File: config.mk
export PLATFORM = sky130hd
export DESIGN_NAME = stereo_rms_peak_meter
export DESIGN_NICKNAME = d
export VERILOG_FILES = /design/src/sv/srpm_pkg.sv /design/src/sv/srpm_front.sv /design/src/sv/srpm_queue.sv /design/src/sv/srpm_back.sv /design/src/sv/stereo_rms_peak_meter.sv
export SDC_FILE = /design/constraint.sdc
export NUM_CORES = 2
export LEC_CHECK = 0
export BUFFER_PORTS_ARGS = -buffer_cell sky130_fd_sc_hd__buf_2
export CAP_MARGIN = 20
export CORE_UTILIZATION = 29
export CTS_BUF_LIST = sky130_fd_sc_hd__clkbuf_8
export DETAILED_ROUTE_END_ITERATION = 10
export MAX_ROUTING_LAYER = met4
export PLACE_DENSITY = 0.43
export SLEW_MARGIN = 30
export SYNTH_ARGS = -nofsm -noshare
export SYNTH_HDL_FRONTEND = slang
export SYNTH_HIERARCHICAL = 1
export SYNTH_SLANG_ARGS = --single-unit
File: constraint.sdc
create_clock -name aclk -period 32.3 [get_ports aclk]
set_input_delay 8.075 -clock aclk [delete_from_list [all_inputs] [get_ports aclk]]
set_output_delay 8.075 -clock aclk [all_outputs]
set_load 0.01 [all_outputs]
File: src/sv/srpm_pkg.sv
// ----------------------------------------------------------------------------
// srpm_pkg
// Shared types and constants of the stereo RMS / peak level meter.
// ----------------------------------------------------------------------------
package srpm_pkg;

    localparam int CHANNELS    = 2;
    localparam int SAMPLE_BITS = 24;

    localparam int LEVEL_W  = SAMPLE_BITS - 1;          // Q0.23 level
    localparam int SQ_W     = 2 * SAMPLE_BITS;          // one square
    localparam int SUM_W    = 59;                       // sum of squares
    localparam int CNT_W    = 13;                       // sample count
    localparam int ROOT_W   = (SUM_W + 1) / 2;          // root of the mean
    localparam int RAD_W    = 2 * ROOT_W;               // padded radicand
    localparam int REM_W    = ROOT_W + 2;               // root remainder
    localparam int CREST_W  = 16;
    localparam int PROD_W   = CREST_W + LEVEL_W;        // crest * rms
    localparam int STEP_W   = $clog2(SUM_W + 1);
    localparam int QDEPTH   = 2;
    localparam int QPTR_W   = $clog2(QDEPTH);
    localparam int QCNT_W   = $clog2(QDEPTH + 1);
    localparam int ADDR_W   = 4;
    localparam int DATA_W   = 32;

    localparam logic [SUM_W-1:0]   SUM_MAX   = {SUM_W{1'b1}};
    localparam logic [CNT_W-1:0]   CNT_MAX   = {CNT_W{1'b1}};
    localparam logic [LEVEL_W-1:0] LEVEL_MAX = {LEVEL_W{1'b1}};

    // register map, word index
    localparam logic [1:0] REG_ACTIVE = 2'd0;
    localparam logic [1:0] REG_CLIP   = 2'd1;
    localparam logic [1:0] REG_HOT    = 2'd2;
    localparam logic [1:0] REG_CREST  = 2'd3;

    localparam logic [1:0]         ACTIVE_RST = 2'd2;
    localparam logic [LEVEL_W-1:0] CLIP_RST   = 23'd8380219;
    localparam logic [LEVEL_W-1:0] HOT_RST    = 23'd6291456;
    localparam logic [CREST_W-1:0] CREST_RST  = 16'd2048;

    typedef struct packed {
        logic signed [SAMPLE_BITS-1:0] sample_left;
        logic signed [SAMPLE_BITS-1:0] sample_right;
        logic                          last_sample;
    } in_item_t;

    typedef struct packed {
        logic [LEVEL_W-1:0] rms_left;
        logic [LEVEL_W-1:0] peak_left;
        logic               clip_left;
        logic               hot_left;
        logic [LEVEL_W-1:0] rms_right;
        logic [LEVEL_W-1:0] peak_right;
        logic               clip_right;
        logic               hot_right;
    } out_item_t;

    typedef struct packed {
        logic [1:0]         active_channels;
        logic [LEVEL_W-1:0] clip_threshold;
        logic [LEVEL_W-1:0] hot_threshold;
        logic [CREST_W-1:0] crest_limit;
    } cfg_t;

    // finished block waiting for the back end
    typedef struct packed {
        logic [1:0][SUM_W-1:0]   sum;
        logic [1:0][LEVEL_W-1:0] peak;
        logic [CNT_W-1:0]        count;
    } blk_t;

    typedef enum logic [2:0] {
        BK_IDLE,
        BK_DIV,
        BK_ROOT,
        BK_FLAG,
        BK_OUT
    } bk_state_t;

endpackage

File: src/sv/srpm_front.sv
// ----------------------------------------------------------------------------
// srpm_front
// Squares incoming sample pairs and accumulates sums, peaks and count; hands
// each finished block to the queue.
// ----------------------------------------------------------------------------
module srpm_front import srpm_pkg::*; (
    input  logic     aclk,
    input  logic     aresetn,
    input  in_item_t s_data,
    input  logic     s_fire,
    output logic     pend,
    output logic     push,
    output blk_t     push_data
);

    logic                          a_valid_reg;
    logic                          a_last_reg;
    logic [1:0][SQ_W-1:0]          a_sq_reg;
    logic [1:0][SAMPLE_BITS-1:0]   a_smp_reg;

    logic [1:0][SUM_W-1:0]         sum_reg;
    logic [1:0][LEVEL_W-1:0]       peak_reg;
    logic [CNT_W-1:0]              cnt_reg;

    logic [1:0][SAMPLE_BITS-1:0]   smp_in;
    logic [1:0][SAMPLE_BITS-1:0]   mag;
    logic [1:0][SUM_W:0]           sum_wide;
    logic [1:0][SUM_W-1:0]         sum_next;
    logic [1:0][LEVEL_W-1:0]       peak_next;
    logic [CNT_W-1:0]              cnt_next;

    assign smp_in[0] = s_data.sample_left;
    assign smp_in[1] = s_data.sample_right;

    always_comb begin
        for (int i = 0; i < 2; i++) begin
            mag[i] = smp_in[i][SAMPLE_BITS-1] ? (~smp_in[i] + 1'b1) : smp_in[i];
        end
    end

    // stage A: square
    always_ff @(posedge aclk) begin
        if (!aresetn) begin
            a_valid_reg <= 1'b0;
        end else begin
            a_valid_reg <= s_fire;
        end
        if (s_fire) begin
            a_last_reg <= s_data.last_sample;
            for (int i = 0; i < 2; i++) begin
                a_sq_reg[i]  <= mag[i] * mag[i];
                a_smp_reg[i] <= smp_in[i];
            end
        end
    end

    // stage B: accumulate with saturation
    always_comb begin
        for (int i = 0; i < 2; i++) begin
            sum_wide[i] = {1'b0, sum_reg[i]} + {{(SUM_W + 1 - SQ_W){1'b0}}, a_sq_reg[i]};
            sum_next[i] = sum_wide[i][SUM_W] ? SUM_MAX : sum_wide[i][SUM_W-1:0];
            // negative samples never raise the peak
            if (!a_smp_reg[i][SAMPLE_BITS-1] && (a_smp_reg[i][LEVEL_W-1:0] > peak_reg[i])) begin
                peak_next[i] = a_smp_reg[i][LEVEL_W-1:0];
            end else begin
                peak_next[i] = peak_reg[i];
            end
        end
        cnt_next = (cnt_reg == CNT_MAX) ? cnt_reg : cnt_reg + 1'b1;
    end

    always_ff @(posedge aclk) begin
        if (!aresetn) begin
            sum_reg  <= '0;
            peak_reg <= '0;
            cnt_reg  <= '0;
        end else if (a_valid_reg) begin
            if (a_last_reg) begin
                sum_reg  <= '0;
                peak_reg <= '0;
                cnt_reg  <= '0;
            end else begin
                sum_reg  <= sum_next;
                peak_reg <= peak_next;
                cnt_reg  <= cnt_next;
            end
        end
    end

    assign pend            = a_valid_reg & a_last_reg;
    assign push            = pend;
    assign push_data.sum   = sum_next;
    assign push_data.peak  = peak_next;
    assign push_data.count = cnt_next;

endmodule

File: src/sv/srpm_queue.sv
// ----------------------------------------------------------------------------
// srpm_queue
// Short queue of finished blocks between the accumulator and the back end.
// ----------------------------------------------------------------------------
module srpm_queue import srpm_pkg::*; (
    input  logic              aclk,
    input  logic              aresetn,
    input  logic              push,
    input  blk_t              push_data,
    input  logic              pop,
    output blk_t              head,
    output logic              empty,
    output logic [QCNT_W-1:0] count
);

    blk_t              mem [QDEPTH];
    logic [QPTR_W-1:0] wr_ptr_reg;
    logic [QPTR_W-1:0] rd_ptr_reg;
    logic [QCNT_W-1:0] cnt_reg;

    always_ff @(posedge aclk) begin
        if (push) begin
            mem[wr_ptr_reg] <= push_data;
        end
    end

    always_ff @(posedge aclk) begin
        if (!aresetn) begin
            wr_ptr_reg <= '0;
            rd_ptr_reg <= '0;
            cnt_reg    <= '0;
        end else begin
            if (push) begin
                wr_ptr_reg <= (wr_ptr_reg == QPTR_W'(QDEPTH - 1)) ? '0 : wr_ptr_reg + 1'b1;
            end
            if (pop) begin
                rd_ptr_reg <= (rd_ptr_reg == QPTR_W'(QDEPTH - 1)) ? '0 : rd_ptr_reg + 1'b1;
            end
            case ({push, pop})
                2'b10:   cnt_reg <= cnt_reg + 1'b1;
                2'b01:   cnt_reg <= cnt_reg - 1'b1;
                default: cnt_reg <= cnt_reg;
            endcase
        end
    end

    assign head  = mem[rd_ptr_reg];
    assign empty = (cnt_reg == '0);
    assign count = cnt_reg;

endmodule

File: src/sv/srpm_back.sv
// ----------------------------------------------------------------------------
// srpm_back
// Per block and lane: bit-serial mean division, bit-serial square root,
// clip and crest tests; holds the result in the output register.
// ----------------------------------------------------------------------------
module srpm_back import srpm_pkg::*; (
    input  logic      aclk,
    input  logic      aresetn,
    input  cfg_t      cfg,
    input  blk_t      q_head,
    input  logic      q_empty,
    output logic      q_pop,
    input  logic      m_ready,
    output logic      m_valid,
    output out_item_t m_data
);

    bk_state_t           state_reg, state_next;
    logic                lane_reg;
    logic [STEP_W-1:0]   step_reg;
    logic                m_valid_reg;
    out_item_t           m_data_reg;
    out_item_t           res_reg;

    logic [SUM_W-1:0]    div_q_reg;
    logic [CNT_W-1:0]    div_r_reg;
    logic [RAD_W-1:0]    rad_reg;
    logic [REM_W-1:0]    rem_reg;
    logic [ROOT_W-1:0]   root_reg;

    logic                right_on;
    logic                out_free;
    logic                div_done;
    logic                root_done;
    logic                load_out;

    logic [CNT_W:0]      div_trial;
    logic                div_ge;
    logic [REM_W+1:0]    rt_shift;
    logic [REM_W+1:0]    rt_trial;
    logic                rt_ge;

    logic [LEVEL_W-1:0]  rms_sat;
    logic [LEVEL_W-1:0]  pk_sel;
    logic [PROD_W-1:0]   crest_prod;
    logic                clip_f;
    logic                hot_f;

    assign right_on = (CHANNELS >= 2) && (cfg.active_channels >= 2'd2);
    assign out_free = !m_valid_reg || m_ready;
    assign div_done  = (step_reg == STEP_W'(SUM_W - 1));
    assign root_done = (step_reg == STEP_W'(ROOT_W - 1));

    // restoring division step
    always_comb begin
        div_trial = {div_r_reg, div_q_reg[SUM_W-1]};
        div_ge    = (div_trial >= {1'b0, q_head.count});
    end

    // square root digit step, two radicand bits per cycle
    always_comb begin
        rt_shift = {rem_reg, rad_reg[RAD_W-1 -: 2]};
        rt_trial = {{(REM_W + 2 - ROOT_W - 2){1'b0}}, root_reg, 2'b01};
        rt_ge    = (rt_shift >= rt_trial);
    end

    always_comb begin
        rms_sat    = (|root_reg[ROOT_W-1:LEVEL_W]) ? LEVEL_MAX : root_reg[LEVEL_W-1:0];
        pk_sel     = q_head.peak[lane_reg];
        crest_prod = PROD_W'(cfg.crest_limit) * PROD_W'(rms_sat);
        clip_f     = (pk_sel > cfg.clip_threshold);
        hot_f      = (pk_sel > cfg.hot_threshold)
                     && ({{(PROD_W - LEVEL_W - 8){1'b0}}, pk_sel, 8'd0} > crest_prod);
    end

    always_ff @(posedge aclk) begin
        if (!aresetn) begin
            state_reg <= BK_IDLE;
        end else begin
            state_reg <= state_next;
        end
    end

    always_comb begin
        state_next = state_reg;
        q_pop      = 1'b0;
        load_out   = 1'b0;
        case (state_reg)
            BK_IDLE: begin
                if (!q_empty) begin
                    state_next = BK_DIV;
                end
            end
            BK_DIV: begin
                if (div_done) begin
                    state_next = BK_ROOT;
                end
            end
            BK_ROOT: begin
                if (root_done) begin
                    state_next = BK_FLAG;
                end
            end
            BK_FLAG: begin
                state_next = (!lane_reg && right_on) ? BK_DIV : BK_OUT;
            end
            BK_OUT: begin
                if (out_free) begin
                    load_out   = 1'b1;
                    q_pop      = 1'b1;
                    state_next = BK_IDLE;
                end
            end
            default: state_next = BK_IDLE;
        endcase
    end

    // lane and step control
    always_ff @(posedge aclk) begin
        if (!aresetn) begin
            lane_reg <= 1'b0;
            step_reg <= '0;
        end else begin
            case (state_reg)
                BK_IDLE: begin
                    lane_reg <= 1'b0;
                    step_reg <= '0;
                end
                BK_DIV:  step_reg <= div_done ? '0 : step_reg + 1'b1;
                BK_ROOT: step_reg <= root_done ? '0 : step_reg + 1'b1;
                BK_FLAG: lane_reg <= 1'b1;
                default: step_reg <= '0;
            endcase
        end
    end

    // datapath
    always_ff @(posedge aclk) begin
        case (state_reg)
            BK_IDLE: begin
                div_q_reg <= q_head.sum[0];
                div_r_reg <= '0;
            end
            BK_DIV: begin
                div_q_reg <= {div_q_reg[SUM_W-2:0], div_ge};
                div_r_reg <= div_ge ? CNT_W'(div_trial - {1'b0, q_head.count})
                                    : div_trial[CNT_W-1:0];
                if (div_done) begin
                    rad_reg  <= {{(RAD_W - SUM_W){1'b0}}, div_q_reg[SUM_W-2:0], div_ge};
                    rem_reg  <= '0;
                    root_reg <= '0;
                end
            end
            BK_ROOT: begin
                rad_reg  <= {rad_reg[RAD_W-3:0], 2'b00};
                rem_reg  <= rt_ge ? REM_W'(rt_shift - rt_trial) : REM_W'(rt_shift);
                root_reg <= {root_reg[ROOT_W-2:0], rt_ge};
            end
            BK_FLAG: begin
                if (!lane_reg) begin
                    res_reg.rms_left  <= rms_sat;
                    res_reg.peak_left <= pk_sel;
                    res_reg.clip_left <= clip_f;
                    res_reg.hot_left  <= hot_f;
                    // clear the right-lane fields; the right-lane pass overwrites them if it runs
                    res_reg.rms_right  <= '0;
                    res_reg.peak_right <= '0;
                    res_reg.clip_right <= 1'b0;
                    res_reg.hot_right  <= 1'b0;
                    div_q_reg <= q_head.sum[1];
                    div_r_reg <= '0;
                end else begin
                    res_reg.rms_right  <= rms_sat;
                    res_reg.peak_right <= pk_sel;
                    res_reg.clip_right <= clip_f;
                    res_reg.hot_right  <= hot_f;
                end
            end
            default: begin
            end
        endcase
    end

    // output register
    always_ff @(posedge aclk) begin
        if (!aresetn) begin
            m_valid_reg <= 1'b0;
        end else if (load_out) begin
            m_valid_reg <= 1'b1;
        end else if (m_ready) begin
            m_valid_reg <= 1'b0;
        end
        if (load_out) begin
            m_data_reg <= res_reg;
        end
    end

    assign m_valid = m_valid_reg;
    assign m_data  = m_data_reg;

endmodule

File: src/sv/stereo_rms_peak_meter.sv
// ----------------------------------------------------------------------------
// stereo_rms_peak_meter
// Stereo RMS and peak level meter with clip and crest-factor flags.
// ----------------------------------------------------------------------------
// Usage:
//   s_ channel: one stereo Q1.23 sample pair per item, last_sample marks the
//   end of a block. Items are taken every cycle while s_ready is high.
//   m_ channel: one result item per block, with RMS, peak, clip and hot
//   flags for each lane; the right lane reads zero when active_channels < 2.
//   APB port: four word registers (active_channels, clip_threshold,
//   hot_threshold, crest_limit), pready tied high; write only while idle.
// Processing and throughput:
//   m_valid rises once the 59-step serial divider and the 30-step serial
//   square root, shared by both lanes, have run for the left lane and, when
//   on, the right lane of a block whose last item was taken.
//   Sample pairs stream at one per cycle while s_ready is high; the queue holds
//   the back end's block plus one finished block, so short blocks stall s_ready.
// Reset (aresetn low, synchronous): sums, peaks, count and queue clear,
//   registers return to defaults, m_valid drops.
// A stalled m_ready holds the result; the front keeps accumulating until
//   the block queue fills.
// ----------------------------------------------------------------------------
module stereo_rms_peak_meter import srpm_pkg::*; (
    input  logic              aclk,
    input  logic              aresetn,
    input  logic              s_valid,
    output logic              s_ready,
    input  in_item_t          s_data,
    output logic              m_valid,
    input  logic              m_ready,
    output out_item_t         m_data,
    input  logic              psel,
    input  logic              penable,
    input  logic              pwrite,
    input  logic [ADDR_W-1:0] paddr,
    input  logic [DATA_W-1:0] pwdata,
    output logic [DATA_W-1:0] prdata,
    output logic              pready
);

    cfg_t              cfg_reg;
    logic              cfg_wr;
    logic [1:0]        reg_idx;

    logic              s_fire;
    logic              pend;
    logic              push;
    blk_t              push_data;
    logic              q_pop;
    blk_t              q_head;
    logic              q_empty;
    logic [QCNT_W-1:0] q_count;

    assign pready  = 1'b1;
    assign cfg_wr  = psel & penable & pwrite & pready;
    assign reg_idx = paddr[3:2];

    always_ff @(posedge aclk) begin
        if (!aresetn) begin
            cfg_reg.active_channels <= ACTIVE_RST;
            cfg_reg.clip_threshold  <= CLIP_RST;
            cfg_reg.hot_threshold   <= HOT_RST;
            cfg_reg.crest_limit     <= CREST_RST;
        end else if (cfg_wr) begin
            case (reg_idx)
                REG_ACTIVE: cfg_reg.active_channels <= pwdata[1:0];
                REG_CLIP:   cfg_reg.clip_threshold  <= pwdata[LEVEL_W-1:0];
                REG_HOT:    cfg_reg.hot_threshold   <= pwdata[LEVEL_W-1:0];
                REG_CREST:  cfg_reg.crest_limit     <= pwdata[CREST_W-1:0];
                default: begin
                end
            endcase
        end
    end

    always_comb begin
        case (reg_idx)
            REG_ACTIVE: prdata = {{(DATA_W - 2){1'b0}}, cfg_reg.active_channels};
            REG_CLIP:   prdata = {{(DATA_W - LEVEL_W){1'b0}}, cfg_reg.clip_threshold};
            REG_HOT:    prdata = {{(DATA_W - LEVEL_W){1'b0}}, cfg_reg.hot_threshold};
            REG_CREST:  prdata = {{(DATA_W - CREST_W){1'b0}}, cfg_reg.crest_limit};
            default:    prdata = '0;
        endcase
    end

    // any item may close a block, so keep a queue slot for it
    assign s_ready = ({1'b0, q_count} + {{QCNT_W{1'b0}}, pend}) < (QCNT_W + 1)'(QDEPTH);
    assign s_fire  = s_valid & s_ready;

    srpm_front u_front (
        .aclk      (aclk),
        .aresetn   (aresetn),
        .s_data    (s_data),
        .s_fire    (s_fire),
        .pend      (pend),
        .push      (push),
        .push_data (push_data)
    );

    srpm_queue u_queue (
        .aclk      (aclk),
        .aresetn   (aresetn),
        .push      (push),
        .push_data (push_data),
        .pop       (q_pop),
        .head      (q_head),
        .empty     (q_empty),
        .count     (q_count)
    );

    srpm_back u_back (
        .aclk    (aclk),
        .aresetn (aresetn),
        .cfg     (cfg_reg),
        .q_head  (q_head),
        .q_empty (q_empty),
        .q_pop   (q_pop),
        .m_ready (m_ready),
        .m_valid (m_valid),
        .m_data  (m_data)
    );

    a_queue_no_overflow : assert property (@(posedge aclk) disable iff (!aresetn)
        push |-> (q_count < QCNT_W'(QDEPTH) || q_pop))
        else $error("block queue overflow");

    a_queue_no_underflow : assert property (@(posedge aclk) disable iff (!aresetn)
        q_pop |-> !q_empty)
        else $error("pop from empty block queue");

    a_right_lane_off : assert property (@(posedge aclk) disable iff (!aresetn)
        (m_valid && cfg_reg.active_channels < 2'd2) |->
        (m_data.rms_right == '0 && m_data.peak_right == '0
         && !m_data.clip_right && !m_data.hot_right))
        else $error("right lane not zero with one channel active");

    a_clip_flag : assert property (@(posedge aclk) disable iff (!aresetn)
        m_valid |-> (m_data.clip_left == (m_data.peak_left > cfg_reg.clip_threshold)))
        else $error("clip flag does not match peak");

endmodule

======== Word-level counts from Yosys, hierarchy flattened ========
Memory sizes are Yosys's and may differ from the RTL's. A register that Yosys moved wholly into a read port is not among the register bits.
Cells that the tools add are included.
storage, ports and cells
  memory bits (writable) .................. 354
  input bits .............................. 92
  flip-flop bits (word level) ............. 788
  logic and storage cells ................. 167
  memories kept ........................... 1
memories
  memory       words  bits a word  rd ports  clocked after Yosys merged registers in  wr ports  line              source
  u_queue.mem  2      177          1         1                                        1         srpm_queue.sv:16  blk_t mem [QDEPTH];
cells by class
  muxes and demuxes ....................... 47
  order comparisons ....................... 10
  equal/unequal tests ..................... 17
  multiply operators ...................... 3
  reductions and logical operators ........ 26
  add/sub/neg operators ................... 13
  bitwise gates (word level) .............. 7
operators by type and width
  operator                 count
  $mux W59                 3
  $pmux W59 S3             1
  $pmux W32 S4             1
  $add A59 B48 Y60         2
  $pmux W60 S2             1
  $mux W118                1
  $mux W23                 5
  $mul A24 B24 Y48         2
  $gt A23 B23 Y1           4
  $mux W32                 2
  $pmux W32 S2             1
  $mux W60                 1
  $pmux W30 S2             1
  $mux W13                 4
  $add A24 B1 Y24 const B  2
  $mux W24                 2
  $not A24 Y24             2
  $mux W46                 1
  $gt A31 B39 Y1           1
  $mul A16 B23 Y39         1
  $pmux W13 S3             1
  $ge A34 B32 Y1           1
  $sub A32 B32 Y32         1
  $mux W30                 1
  other kinds (40)         81

======== Longest topological paths before layout ========
  depth in word-level cells ............... 6
  mapped depth ............................ 37
  mapped depth without buffers ............ 35

======== Hierarchy ========
The synthesis kept the hierarchy.
by module, submodules not included
  module                 cells an instance  area each (um2)  times used  sequential area each (um2)
  srpm_front             5,610              50,918.8         1           7,797.5
  srpm_back              3,127              31,636.6         1           11,811.3
  srpm_queue             572                13,481.7         1           10,730.3
  stereo_rms_peak_meter  335                3,031.7          1           1,281.2

======== Worst setup path before layout ========
Ideal clock, no wire load.
  path type ............................... input to output
  start point ............................. input paddr[3]
  end point ............................... output prdata[7]
  data arrival time ....................... 8,955 ps
  stages on the path ...................... 4
  setup slack ............................. 15,270 ps
  cells stage by stage .................... buf_4 -> buf_2 -> mux2_1 -> a22o_1
between the ends
  longest elaborated chain between the ends .. 2
  elaborated cells between the ends (all ways) .. 5
  classes of those cells .................. eq/ne (3); mux (1); reduce/logical (1)
RTL lines
  element                               line                         source
  start: declaration                    stereo_rms_peak_meter.sv:35  input logic [ADDR_W-1:0] paddr,
  $eq A2 B2 Y1 (tied with other cells)  stereo_rms_peak_meter.sv:77  case (reg_idx)
  $pmux W32 S4 *                        stereo_rms_peak_meter.sv:77
  end: declaration                      stereo_rms_peak_meter.sv:37  output logic [DATA_W-1:0] prdata,
Every way passes the cells marked *; elsewhere a longest branch is shown, timed or not. The select of a mux whose other input is x is not followed.

======== Final worst setup path ========
  start point ............................. input s_data[25] (netlist name)
  end point ............................... register u_front/a_sq_reg[37] (netlist name) (data pin)
between the ends
  longest elaborated chain between the ends .. 4
RTL lines
  element                         line                         source
  start: declaration              stereo_rms_peak_meter.sv:28  input in_item_t s_data,
  $not A24 Y24                    srpm_front.sv:37             mag[i] = smp_in[i][SAMPLE_BITS-1] ? (~smp_in[i] + 1'b1) : smp_in[i];
  $add A24 B1 Y24                 srpm_front.sv:37
  $mux W24 *                      srpm_front.sv:37
  $mul A24 B24 Y48 *              srpm_front.sv:51             a_sq_reg[i] <= mag[i] * mag[i];
  end signal: indexed assignment  srpm_front.sv:51
  end: declaration                srpm_front.sv:18             logic [1:0][SQ_W-1:0] a_sq_reg;
Every way passes the cells marked *; elsewhere a longest branch is shown, timed or not.
A chain may end at the register's enable or synchronous reset.

==> flow_summary.toml <==
[layout]
nFillCells = 34880
largest_reg_flops = 354
drive_gt1_share_pct = 9.826
regArea_mm2 = 0.03163
synthToLayoutAreaGrowth_pct = 11.08
nNetsFinal = 11790
finalNonFillerCells = 14580
multiInputGateArea_mm2 = 0.05955
fin_area_mm2 = 0.1100

[timing]
report.final.setup_viol = 0
finalHoldViolations = 0
tightestPinTransition_ns = 1.059
period_needed_ns = 18.31
final.period_utilization_pct = 56.68
final.setup_skew_ns = 0.08277
final_max_slew_viol_count = 0
max_clock_freq_mhz = 54.63
tns_ns = 0
worst_slew_margin_rel_pct = 28.75
setup_repair_after_global_routing_missed_its_margin = "no"

[critical_path]
critPathMostFrequentCell = "fa_1"
critical_path.slowest_cell = "fa_1"
cp_data_required_time_ns = 32.99
setup.worst_path.end_class = "flip-flop"
worstSetupPathType = "input port to flip-flop"
critical_path_peak_fanout = 16
crit_arrival_ns = 19.00
startpoint_type = "input port"
worst_path_largest_cell_delay_ns = 0.64

[yosys]
synthDistinctLibCells = 119
synth.ff_latch_count = 1139
syn_inst = 9644
syn_area_per_cell_um2 = 10.27
synthesis.area_mm2 = 0.09907
synth_async_sr_flop_share_pct = 0
ys_dominant_reg_cell = "edfxtp_1"
synth_edf_count = 881
synth.yosys.seq_area_share_pct = 31.92
yosysWarningCount = 6

[placement]
gpl.final_weighted_congestion = 0.8668
placement.cell_area_mm2 = 0.1054
place.port_buffers = 201
placed_cells = 14170
dp.final_hpwl_um = 220000

[grt]
grt_start_max_net_pins = 106
via_count_of_the_first_global_routing_pass = 72510
wire_length_of_the_first_global_routing_pass_um = 442100
grt_antenna_before_repair = 20
track_usage_pct = 17.28
globalRoute.totalOverflow = 0

[clock_network]
postCtsSetupBuffers = 0
clk_pin_slew_worst_paths_ns = 0.06
worst_skew_late_latency_ns = 0.99
cts_tree = "yes"
h-tree-depth = 4
ctsRootBufferMaster = "clkbuf_8"
cts_buffers = 210
number_of_hold_buffers_added_after_cts = 0
cts-root-to-sink-buffers = 3
cts_resized = 0
cts_sinks = 1139

[routing]
drt.antenna.violating_nets = 0
drt_iter0_drc = 3840
detail_route.wl_per_cell_um = 19.60
drt-pass1-iter-count = 9
postRouteWirelength_um = 285800
avgViaCountPerCell = 4.684
detailroute.via_count = 68280
drc = 78

[die]
dieHeight_um = 586.5
initial_utilization_pct = 29.16
std_cell_rows = 214
ioPinCount = 223
placeableCoreArea_mm2 = 0.3398
die_area_mm2 = 0.3440
die_span_x_um = 586.5

[run_status]
result_of_the_run = "complete, but fails checks"
failed_checks = "design-rule violations"

[flow_run]
maxCapViolCount = 0

[hold_path]
hold_path_class = "flip-flop to flip-flop"
## cell families after synthesis
kind of cell | after synthesis | synth area share [%]
buf+inv | 2140 | 8.432
mux | 332 | 4.103
xor+xnor | 317 | 2.837
flops | 1139 | 31.92
compound gates | 1428 | 9.617
other cells | 4 | 0.01515
fa+ha+maj | 1849 | 31.98
simple gates | 2435 | 11.10
## critical path: cells and delay by family
kind	cells	cell delay (ns)
xor+xnor	2	0.33
compound gates	6	1.95
buf+inv	8	1.94
fa+ha+maj	9	4.40
simple gates	7	2.25
## per-stage QoR
step | hold WS [ns] | setup slack, ns | utilization (%)
2_1_floorplan | 0.4003 | 15.27 | -
3_3_place_gp | 0.4005 | 13.15 | 31.01
3_5_place_dp | 0.4045 | 13.19 | 31.03
4_1_cts | 0.3691 | 14.26 | 32.36
5_1_grt | 0.3727 | 13.55 | 32.39
6_report | 0.3884 | 13.99 | 32.39
## cell usage after synthesis, types with 42 or more instances
| cell type | number | area share (%) |
|---|---|---|
| fa_1 | 1139 | 23 |
| mux2i_1 | 117 | 1.2 |
| inv_1 | 1739 | 6.6 |
| ha_1 | 710 | 9.0 |
| edfxtp_1 | 881 | 27 |
| clkbuf_1 | 290 | 1.1 |
| nor3_1 | 60 | 0.30 |
| o21ai_0 | 295 | 1.5 |
| xor2_1 | 113 | 1.0 |
| a21oi_1 | 356 | 1.8 |
| dfxtp_1 | 258 | 5.2 |
| nor2_1 | 483 | 1.8 |
| buf_2 | 43 | 0.22 |
| nand4_1 | 83 | 0.52 |
| a21o_1 | 207 | 1.6 |
| nand2_1 | 1210 | 4.6 |
| mux2_2 | 91 | 1.0 |
| a22o_1 | 156 | 1.4 |
| nand3_1 | 102 | 0.52 |
| mux2_4 | 120 | 1.8 |
| o211ai_1 | 43 | 0.33 |
| and2_1 | 239 | 1.5 |
| a211oi_1 | 42 | 0.32 |
| o21bai_1 | 50 | 0.38 |
| xnor2_1 | 201 | 1.8 |
| nand2b_1 | 61 | 0.39 |
## layout make-up
type                       count  share of cell area, %
multi-input combinational   6405                  54.11
clock buffer                 227                  2.839
antenna                        7                0.01592
inverter                    1756                  5.991
tap                         4536                  5.157
timing repair buffer         335                  1.881
sequential                  1139                  28.74
clock inverter               173                  1.260
## routing by layer
layer | vias up | share of wire, % | track usage [%]
li1 | 31990 | - | -
met1 | 34590 | 45 | 22.48
met2 | 1365 | 48 | 28.39
met3 | 329 | 4.1 | 2.157
met4 | 0 | 2.5 | 4.511
met5 | - | 0 | -
## final timing paths
check / startpoint / end / slack, ns / cells after the start
hold reg to reg: u_back/res_reg[55] / u_back/m_data[55] / 0.39 / 0
hold / removal: u_back/res_reg[55] / u_back/m_data[55] / 0.39 / 0
setup reg to reg: u_back/root_reg[25] / u_back/res_reg[0] / 20.90 / 34
setup / recovery: s_data[25] / u_front/a_sq_reg[37] / 13.99 / 32
## cells in the final DEF (no fill, tap or decap), types with 17 or more instances in the layout
master / count
inv_1: 1795
o211ai_1: 43
conb_1: 44
mux2_2: 91
clkbuf_8: 227
buf_2: 200
edfxtp_1: 881
nand4_1: 83
dfxtp_1: 253
a211oi_1: 41
a21boi_0: 18
nand2b_1: 53
ha_1: 710
o31ai_1: 23
a22o_1: 156
nor3_1: 59
nand3_1: 102
a21oi_1: 354
or3_1: 26
o21a_1: 41
nor2_1: 478
nor2b_1: 38
xor2_1: 106
xnor2_1: 194
o21bai_1: 50
buf_4: 128
a21o_1: 205
fa_1: 1139
a221oi_1: 17
o21ai_0: 293
nand2_1: 1208
clkinv_2: 40
a31oi_1: 29
mux2i_1: 117
and2_1: 237
mux2_4: 120
clkinv_1: 46
and3_1: 35
Power is left out: the tool's default activity adds up to more than one toggle a clock period on the data nets, which glitch-free logic cannot reach.
